$ cat config.mk
export PLATFORM = sky130hd
export DESIGN_NAME = adjacency_bit_matrix_engine
export DESIGN_NICKNAME = d
export VERILOG_FILES = /design/src/rtl/abm_pkg.sv /design/src/rtl/adjacency_bit_matrix_engine.sv /design/src/rtl/abm_ctrl.sv /design/src/rtl/abm_datapath.sv
export SDC_FILE = /design/constraint.sdc
export NUM_CORES = 2
export LEC_CHECK = 0
export ABC_CLOCK_PERIOD_IN_PS = 11400
export BUFFER_PORTS_ARGS = -buffer_cell sky130_fd_sc_hd__buf_2
export CORE_MARGIN = 2
export CORE_UTILIZATION = 58
export DETAILED_ROUTE_END_ITERATION = 10
export PLACE_DENSITY = 0.74
export RECOVER_POWER = 25
export SLEW_MARGIN = 30
export SYNTH_ARGS = -nofsm -noshare
export SYNTH_HDL_FRONTEND = slang
export SYNTH_HIERARCHICAL = 1
export SYNTH_SLANG_ARGS = --single-unit
$ cat constraint.sdc
create_clock -name aclk -period 11.4 [get_ports aclk]
set_input_delay 1.14 -clock aclk [delete_from_list [all_inputs] [get_ports aclk]]
set_output_delay 1.14 -clock aclk [all_outputs]
set_load 0.01 [all_outputs]
$ cat src/rtl/abm_pkg.sv
// Shared definitions for the adjacency bit matrix engine.
// Holds sizes, operation codes and the controller/datapath interface structs.
package abm_pkg;

    localparam int MAX_NODES = 64;
    localparam int ROW_BITS  = 64;
    localparam int NODE_W    = 6;
    localparam int CNT_W     = 7;

    localparam logic [1:0] FUNC_SET   = 2'd0;
    localparam logic [1:0] FUNC_ERASE = 2'd1;
    localparam logic [1:0] FUNC_TEST  = 2'd2;
    localparam logic [1:0] FUNC_LIST  = 2'd3;

    // Commands from the controller to the datapath.
    typedef struct packed {
        logic accept;
        logic write_row;
        logic load_scan;
        logic scan_step;
        logic emit_test;
        logic emit_empty;
        logic emit_neighbor;
    } abm_cmd_t;

    // Status from the datapath to the controller.
    typedef struct packed {
        logic [1:0] func;
        logic       row_empty;
        logic       rem_bit0;
        logic       rem_last;
        logic       out_free;
    } abm_sts_t;

endpackage

$ cat src/rtl/adjacency_bit_matrix_engine.sv
// Adjacency bit matrix engine: 64 nodes, one 64-bit edge row per node. Every
// transaction first reads its row from the row memory into a register, then
// acts on the registered row; a test or an empty listing waits there while the
// output register is occupied. A neighbor listing walks the row one bit a
// cycle, pausing on a neighbor while the output register is occupied, up to the
// highest set bit below the node count, and emits each neighbor as it passes. An
// empty row gives a single result with neighbor_valid low. Results wait in an
// output register, and the scan pauses while that register is occupied. No
// clearing pass is needed after reset: per-row valid bits make unwritten rows read as empty.
// Depends on abm_pkg, abm_ctrl and abm_datapath.
module adjacency_bit_matrix_engine (
    input  logic                      aclk,
    input  logic                      aresetn,
    // Configuration: node_count.
    input  logic                      cfg_wr_en,
    input  logic [abm_pkg::CNT_W-1:0] cfg_wr_data,
    // Input channel.
    input  logic                      s_tvalid,
    output logic                      s_tready,
    input  logic [15:0]               s_tdata,  // node_a[5:0], node_b[11:6], zero[15:12]
    input  logic [1:0]                s_tuser,  // func[1:0]
    // Result channel.
    output logic                      m_tvalid,
    input  logic                      m_tready,
    output logic [7:0]                m_tdata,  // connected[0], neighbor[6:1], neighbor_valid[7]
    output logic                      m_tlast
);
    import abm_pkg::*;

    abm_cmd_t          cmd;
    abm_sts_t          sts;
    logic              out_connected;
    logic [NODE_W-1:0] out_neighbor;
    logic              out_neighbor_valid;

    abm_ctrl u_ctrl (
        .aclk     (aclk),
        .aresetn  (aresetn),
        .in_valid (s_tvalid),
        .in_ready (s_tready),
        .sts      (sts),
        .cmd      (cmd)
    );

    abm_datapath u_datapath (
        .aclk               (aclk),
        .aresetn            (aresetn),
        .cfg_wr_en          (cfg_wr_en),
        .cfg_wr_data        (cfg_wr_data),
        .in_func            (s_tuser),
        .in_node_a          (s_tdata[NODE_W-1:0]),
        .in_node_b          (s_tdata[2*NODE_W-1:NODE_W]),
        .cmd                (cmd),
        .sts                (sts),
        .out_valid          (m_tvalid),
        .out_ready          (m_tready),
        .out_connected      (out_connected),
        .out_neighbor       (out_neighbor),
        .out_neighbor_valid (out_neighbor_valid),
        .out_last           (m_tlast)
    );

    assign m_tdata = {out_neighbor_valid, out_neighbor, out_connected};

endmodule

$ cat src/rtl/abm_ctrl.sv
// Controller state machine for the adjacency bit matrix engine.
// Depends on abm_pkg for operation codes and the command/status structs.
module abm_ctrl (
    input  logic              aclk,
    input  logic              aresetn,
    input  logic              in_valid,
    output logic              in_ready,
    input  abm_pkg::abm_sts_t sts,
    output abm_pkg::abm_cmd_t cmd
);
    import abm_pkg::*;

    localparam logic [1:0] ST_IDLE = 2'd0;
    localparam logic [1:0] ST_EXEC = 2'd1;
    localparam logic [1:0] ST_SCAN = 2'd2;

    logic [1:0] state_reg;
    logic [1:0] state_next;

    assign in_ready = (state_reg == ST_IDLE);

    always_comb begin
        cmd        = '0;
        state_next = state_reg;
        case (state_reg)
            ST_IDLE: begin
                if (in_valid) begin
                    cmd.accept = 1'b1;
                    state_next = ST_EXEC;
                end
            end
            ST_EXEC: begin
                // The row read issued at accept is now registered.
                case (sts.func)
                    FUNC_SET, FUNC_ERASE: begin
                        cmd.write_row = 1'b1;
                        state_next    = ST_IDLE;
                    end
                    FUNC_TEST: begin
                        if (sts.out_free) begin
                            cmd.emit_test = 1'b1;
                            state_next    = ST_IDLE;
                        end
                    end
                    default: begin
                        if (sts.row_empty) begin
                            if (sts.out_free) begin
                                cmd.emit_empty = 1'b1;
                                state_next     = ST_IDLE;
                            end
                        end else begin
                            cmd.load_scan = 1'b1;
                            state_next    = ST_SCAN;
                        end
                    end
                endcase
            end
            ST_SCAN: begin
                if (sts.rem_bit0) begin
                    if (sts.out_free) begin
                        cmd.emit_neighbor = 1'b1;
                        cmd.scan_step     = 1'b1;
                        if (sts.rem_last) begin
                            state_next = ST_IDLE;
                        end
                    end
                end else begin
                    cmd.scan_step = 1'b1;
                end
            end
            default: begin
                state_next = ST_IDLE;
            end
        endcase
    end

    always_ff @(posedge aclk) begin
        if (!aresetn) begin
            state_reg <= ST_IDLE;
        end else begin
            state_reg <= state_next;
        end
    end

    a_accept_to_exec: assert property (@(posedge aclk) disable iff (!aresetn)
        cmd.accept |=> (state_reg == ST_EXEC))
        else $error("accepted transaction did not move to execute");

    a_emit_one: assert property (@(posedge aclk) disable iff (!aresetn)
        $onehot0({cmd.emit_test, cmd.emit_empty, cmd.emit_neighbor}))
        else $error("more than one result loaded in a cycle");

    a_emit_free: assert property (@(posedge aclk) disable iff (!aresetn)
        (cmd.emit_test || cmd.emit_empty || cmd.emit_neighbor) |-> sts.out_free)
        else $error("result loaded into an occupied output register");

    a_scan_exit: assert property (@(posedge aclk) disable iff (!aresetn)
        (cmd.emit_neighbor && sts.rem_last) |=> (state_reg == ST_IDLE))
        else $error("scan continued after the last neighbor");

endmodule

$ cat src/rtl/abm_datapath.sv
// Datapath of the adjacency bit matrix engine: row memory, row valid bits,
// neighbor scan shifter and the output register. Depends on abm_pkg.
module abm_datapath (
    input  logic                       aclk,
    input  logic                       aresetn,
    input  logic                       cfg_wr_en,
    input  logic [abm_pkg::CNT_W-1:0]  cfg_wr_data,
    input  logic [1:0]                 in_func,
    input  logic [abm_pkg::NODE_W-1:0] in_node_a,
    input  logic [abm_pkg::NODE_W-1:0] in_node_b,
    input  abm_pkg::abm_cmd_t          cmd,
    output abm_pkg::abm_sts_t          sts,
    output logic                       out_valid,
    input  logic                       out_ready,
    output logic                       out_connected,
    output logic [abm_pkg::NODE_W-1:0] out_neighbor,
    output logic                       out_neighbor_valid,
    output logic                       out_last
);
    import abm_pkg::*;

    logic [ROW_BITS-1:0]  mem_reg [MAX_NODES];
    logic [MAX_NODES-1:0] row_valid_reg;
    logic [ROW_BITS-1:0]  rd_row_reg;
    logic [1:0]           func_reg;
    logic [NODE_W-1:0]    a_reg;
    logic [NODE_W-1:0]    b_reg;
    logic [CNT_W-1:0]     node_count_reg;
    logic [ROW_BITS-1:0]  rem_reg;
    logic [NODE_W-1:0]    idx_reg;

    logic                 out_valid_reg;
    logic                 out_connected_reg;
    logic [NODE_W-1:0]    out_neighbor_reg;
    logic                 out_neighbor_valid_reg;
    logic                 out_last_reg;

    logic [ROW_BITS-1:0]  row_cur;
    logic [ROW_BITS-1:0]  bit_sel;
    logic [ROW_BITS-1:0]  row_new;
    logic [ROW_BITS-1:0]  limit_mask;
    logic [ROW_BITS-1:0]  row_masked;
    logic [CNT_W-1:0]     limit;
    logic                 emit_any;

    // A row never written since reset reads as empty.
    assign row_cur = row_valid_reg[a_reg] ? rd_row_reg : '0;
    assign bit_sel = {{(ROW_BITS-1){1'b0}}, 1'b1} << b_reg;
    assign row_new = (func_reg == FUNC_SET) ? (row_cur | bit_sel) : (row_cur & ~bit_sel);

    assign limit = (node_count_reg > CNT_W'(MAX_NODES)) ? CNT_W'(MAX_NODES) : node_count_reg;

    always_comb begin
        for (int i = 0; i < ROW_BITS; i++) begin
            limit_mask[i] = (CNT_W'(i) < limit);
        end
    end

    assign row_masked = row_cur & limit_mask;

    assign sts.func      = func_reg;
    assign sts.row_empty = (row_masked == '0);
    assign sts.rem_bit0  = rem_reg[0];
    assign sts.rem_last  = (rem_reg[ROW_BITS-1:1] == '0);
    assign sts.out_free  = !out_valid_reg || out_ready;

    always_ff @(posedge aclk) begin
        if (cmd.accept) begin
            rd_row_reg <= mem_reg[in_node_a];
        end
        if (cmd.write_row) begin
            mem_reg[a_reg] <= row_new;
        end
    end

    always_ff @(posedge aclk) begin
        if (!aresetn) begin
            row_valid_reg  <= '0;
            node_count_reg <= CNT_W'(MAX_NODES);
        end else begin
            if (cmd.write_row) begin
                row_valid_reg[a_reg] <= 1'b1;
            end
            if (cfg_wr_en) begin
                node_count_reg <= cfg_wr_data;
            end
        end
    end

    always_ff @(posedge aclk) begin
        if (cmd.accept) begin
            func_reg <= in_func;
            a_reg    <= in_node_a;
            b_reg    <= in_node_b;
        end
        if (cmd.load_scan) begin
            rem_reg <= row_masked;
            idx_reg <= '0;
        end else if (cmd.scan_step) begin
            rem_reg <= rem_reg >> 1;
            idx_reg <= idx_reg + NODE_W'(1);
        end
    end

    assign emit_any = cmd.emit_test || cmd.emit_empty || cmd.emit_neighbor;

    always_ff @(posedge aclk) begin
        if (!aresetn) begin
            out_valid_reg <= 1'b0;
        end else if (emit_any) begin
            out_valid_reg <= 1'b1;
        end else if (out_ready) begin
            out_valid_reg <= 1'b0;
        end
    end

    always_ff @(posedge aclk) begin
        if (emit_any) begin
            out_connected_reg      <= cmd.emit_test ? row_cur[b_reg] : 1'b0;
            out_neighbor_reg       <= cmd.emit_neighbor ? idx_reg : '0;
            out_neighbor_valid_reg <= cmd.emit_neighbor;
            out_last_reg           <= cmd.emit_neighbor ? sts.rem_last : 1'b1;
        end
    end

    assign out_valid          = out_valid_reg;
    assign out_connected      = out_connected_reg;
    assign out_neighbor       = out_neighbor_reg;
    assign out_neighbor_valid = out_neighbor_valid_reg;
    assign out_last           = out_last_reg;

endmodule

# Word-level counts from Yosys, hierarchy flattened
# Memory sizes are Yosys's and may differ from the RTL's. A register that Yosys moved wholly into a read port is not among the register bits.
# Cells that the tools add are included.
[totals]
register_bits = 167
ramBits = 4096
input_bits = 30
out_inout_bits = 11
memories = 1
[mem_list]
columns = ["memory", "words", "word_bits", "read_ports", "rd_ports_with_merged_regs", "write_ports", "line", "rtl"]
rows = [
  ["u_datapath.mem_reg", 64, 64, 1, 1, 1, "abm_datapath.sv:22", "logic [ROW_BITS-1:0] mem_reg [MAX_NODES];"],
]
[classes]
n_addsub = 1
n_lt_le_gt_ge = 68
eq_ne = 8
shift = 1
muxes = 38
n_bitwise = 5
reduce_logical = 14
[ops]
columns = ["cell", "count"]
rows = [
  ["$mux W64", 4],
  ["$lt A6 B7 Y1 const A", 32],
  ["$and A64 B64 Y64", 2],
  ["$or A64 B64 Y64", 2],
  ["$lt A5 B7 Y1 const A", 16],
  ["$logic_not A64 Y1", 1],
  ["$not A64 Y64", 1],
  ["$shl A1 B6 Y64 const A", 1],
  ["$logic_not A63 Y1", 1],
  ["$lt A4 B7 Y1 const A", 8],
  ["$lt A3 B7 Y1 const A", 4],
  ["$mux W1", 20],
  ["$mux W2", 8],
  ["$lt A1 B7 Y1 const A", 2],
  ["$lt A2 B7 Y1 const A", 2],
  ["$lt A6 B7 Y1 const B", 2],
  ["$bmux W1 S6", 2],
  ["$gt A7 B7 Y1 const B", 1],
  ["$mux W7", 1],
  ["$add A6 B1 Y6 const B", 1],
  ["$demux W1 S6", 1],
  ["$ge A6 B1 Y1 const B", 1],
  ["$pmux W2 S3", 1],
  ["$eq A2 B1 Y1 const B", 2],
  ["12 further kinds", 19],
]

# Depth between registers and ports, before layout
[logic_depth]
word_depth = 11
depth_mapped = 18

# Modules after synthesis
# Netlist, hierarchy kept.
[by_module_without_submodules]
columns = ["mod", "instances", "cells_per_inst", "area_each_um2", "seq_area_each_um2"]
rows = [
  ["abm_datapath", 1, 6870, 166174.4, 129093.8],
  ["abm_ctrl", 1, 24, 196.4, 40.0],
  ["adjacency_bit_matrix_engine", 1, 2, 15.0, 0.0],
]

# Worst setup path before layout
# Ideal clock, no wire load.
[synth_timing]
path_type = "flip-flop to flip-flop"
startpoint = "register u_datapath.a_reg[0]"
endpoint = "memory u_datapath.mem_reg[10][0] (enable)"
setup_ns = 0.488
t_arrival_ns = 4.085
slack_ns = 6.826
path_stages_with_launch = 7
n_path_buf = 3
period_less_slack_ns = 4.574
path_cell_list = "edfxtp_1 > buf_4 > buf_4 > buf_2 > nor2_1 > nand3_1 > nor2_1"
[synth_lines]
columns = ["element", "line", "rtl"]
rows = [
  ["start: declaration", "abm_datapath.sv:26", "logic [NODE_W-1:0] a_reg;"],
  ["start signal: assignment", "abm_datapath.sv:93", "a_reg <= in_node_a;"],
  ["end: declaration", "abm_datapath.sv:22", ""],
]
# Straight into the memory's write port.

==> qor.yml <==
placed_design:
  place_inst: 10600
  gp_congestion: 0.945
  io_buffers: 36
  dpl.hpwl_mm: 224
synthesis:
  synth-seq-cells: 4327
  synth_edf_count: 4247
  synthCells: 6896
  ys_warn_count: 6
  synth_top_area_share_pct: 76.6
  ys_types: 75
  synthFlopType: "edfxtp_1"
  synth_area_leaders: "edfxtp_1 77%, mux4_2 19%, dfxtp_1 0.96%"
  synth_area_leader_cell: "edfxtp_1"
  synthesis.area_um2: 166000
  ys_async_sr_fraction_pct: 0
  synth_nets: 6927
  ys_seq_area_share_pct: 77.6
  avgSynthCellArea_um2: 24.1
power:
  cellLeakagePower_uw: 0.0585
  irDropWorstVdd_v: 0.000155
  comb_power_share_pct: 4.5
  switching_share_pct: 21.2
  sequentialPowerShare_pct: 53.2
  clock_power_share_pct: 42.3
  p_int_uw: 26000
  power.switching_uw: 7010
  p_per_area_nw_per_um2: 177
final_layout:
  layout_common_cells: "4247 x edfxtp_1, 1369 x mux4_2, 421 x clkbuf_16, 183 x clkbuf_1, 181 x nand2_1"
  multiInputGateArea_um2: 36500
  drive_gt1_share_pct: 30.2
  fin_cells: 11400
  nets: 7266
  largest_reg_flops: 4096
  final_common_cell: "edfxtp_1"
  ff_latch_area_um2: 129000
  fillers: 17300
  area_growth_pct: 12.3
sta:
  hold_viol_final: 0
  fin_setup_tns_ns: 0
  skew_ns: 0.0844
  finalSetupViolations: 0
  worst_pin_slew_ns: 6.46
  max_freq_mhz: 126
  max-slew-margin-rel_pct: -331
  rsz0062_at_grt: "no"
  fin_crit_ns: 7.97
  period_share_pct: 69.9
  finalMaxSlewViolations: 3029
cts:
  cts_tree: "done"
  cts.hold.buffers_added: 0
  cts_resized: 0
  clk_latency_ns: 0.98
  h-tree-depth: 5
  root_buffer: "clkbuf_16"
  cts.path.max_buffers: 4
  cts_post_setup_buffers_inserted: 0
  cts_buffers: 419
  clock_sinks: 4327
  clk_pin_slew_ns: 0.06
floorplanning:
  io_pins: 41
  core-area_um2: 285000
  start_util_pct: 58.3
  rows: 196
  die_y_um: 540
  die_x_um: 540
  die_area_um2: 291000
worst_hold_path:
  hold_class: "in -> reg"
route:
  wl_met1_mm: 159
  highest-signal-layer: "met5"
  drtAntennaViolNets: 0
  num_vias: 81800
  viasPerCell: 7.19
  drc_errors: 0
  first_pass_iters: 8
  post_drt_wl_per_cell_um: 40.5
  wl_met3_mm: 53.2
  totalWireLength_mm: 461
  dr_wl_met2_mm: 226
  drtIter0Drc: 13300
worst_setup_path:
  critPathMaxFanout: 65
  endpoint_kind: "flop"
  required_ns: 12.10
  timing.critical_path.arrival_ns: 8.67
  critPathKind: "in -> reg"
  start_kind: "input port"
grt:
  grt.total_usage_pct: 31.8
  grt_pass1_wl_mm: 644
  grt_pass1_vias: 82400
  antenna_found_initial: 18
  globalRouteOverflowTotal: 0
  grt_max_degree: 128
flow_run:
  cap_violations: 94
outcome:
  run_status: "finished, violations left"
  violations: "max-capacitance violations, max-slew violations"
logic make-up (layout without fill, tap and decap cells):
kind of cell             count (synthesis)  in the layout  synth area share [%]
XOR/XNOR                                 4              4                0.0211
other                                    0              8                     0
adder cells (fa/ha/maj)                  2              2                0.0135
buffers and inverters                  437           1135                  1.14
AO/OA/AOI/OAI                          308            308                  1.33
multiplexers                          1386           1386                  18.6
AND/OR/NAND/NOR                        432            432                  1.25
flip-flops                            4327           4327                  77.6
through the flow:
step | hold slack (ns) | worst slack (ns) | power [uW] | utilization, % | area [um2]
6_report | 0.344 | 3.43 | 33000 | 65.5 | 187000
5_1_grt | 0.308 | 3.48 | 33800 | 65.5 | 187000
4_1_cts | 0.292 | 5.99 | 33100 | 65.7 | 187000
3_5_place_dp | 0.451 | 5.97 | 19400 | 60.9 | 174000
3_3_place_gp | 0.439 | 6.01 | 19300 | 60.7 | 173000
2_1_floorplan | 0.433 | 6.83 | 18800 | - | 166000
Yosys cell counts, types with 27 or more instances:
cell type,n
o22ai_1,70
dfxtp_1,80
o21ai_0,40
nand3_1,33
buf_2,90
inv_1,41
o32ai_1,27
edfxtp_1,4247
buf_4,31
nor2_1,89
mux4_2,1369
nand2_1,181
o21a_1,65
buf_1,45
clkbuf_1,227
worst paths after layout:
path | slack [ns] | depth (start not counted) | startpoint | end
worst max register to register | 4.08 | 6 | u_datapath/a_reg[0]$_DFFE_PP_ | u_datapath/mem_reg[25][24]$_DFFE_PP_
worst max-delay path | 3.43 | 5 | s_tdata[4] | u_datapath/rd_row_reg[50]$_DFFE_PP_
worst min register to register | 0.46 | 1 | u_datapath/row_valid_reg[0]$_SDFFE_PN0P_ | u_datapath/row_valid_reg[0]$_SDFFE_PN0P_
worst min-delay path | 0.34 | 1 | s_tuser[1] | u_datapath/func_reg[1]$_DFFE_PP_
per-layer routing:
| metal | vias up | track usage [%] |
|---|---|---|
| li1 | 30600 | - |
| met1 | 43900 | 43.3 |
| met2 | 6066 | 51.0 |
| met3 | 1157 | 6.75 |
| met4 | 10 | 12.8 |
| met5 | - | 0 |
critical path: stages:
cell      delay, ns
clkbuf_1       4.43
buf_4          1.17
buf_4          0.74
mux4_2         0.47
mux4_2         0.55
layout make-up:
type	count	share of cell area [%]
antenna	8	0.0107
clock buffer	499	5.81
clock inverter	281	1.58
inverter	41	0.0824
multi-input combinational	2132	19.5
sequential	4327	69.1
tap	3762	2.52
timing repair buffer	314	1.38
power by group through the flow:
stage / sequential [uW] / clock (uW) / combinational, uW
CTS: 17600 / 14100 / 1480
finish: 17600 / 14000 / 1490
detailed placement: 17900 / 0 / 1450
floorplan: 17900 / 0 / 979
global route: 17600 / 14600 / 1560
global placement: 17900 / 0 / 1400
No activity file was read; power rests on OpenSTA's default activity.
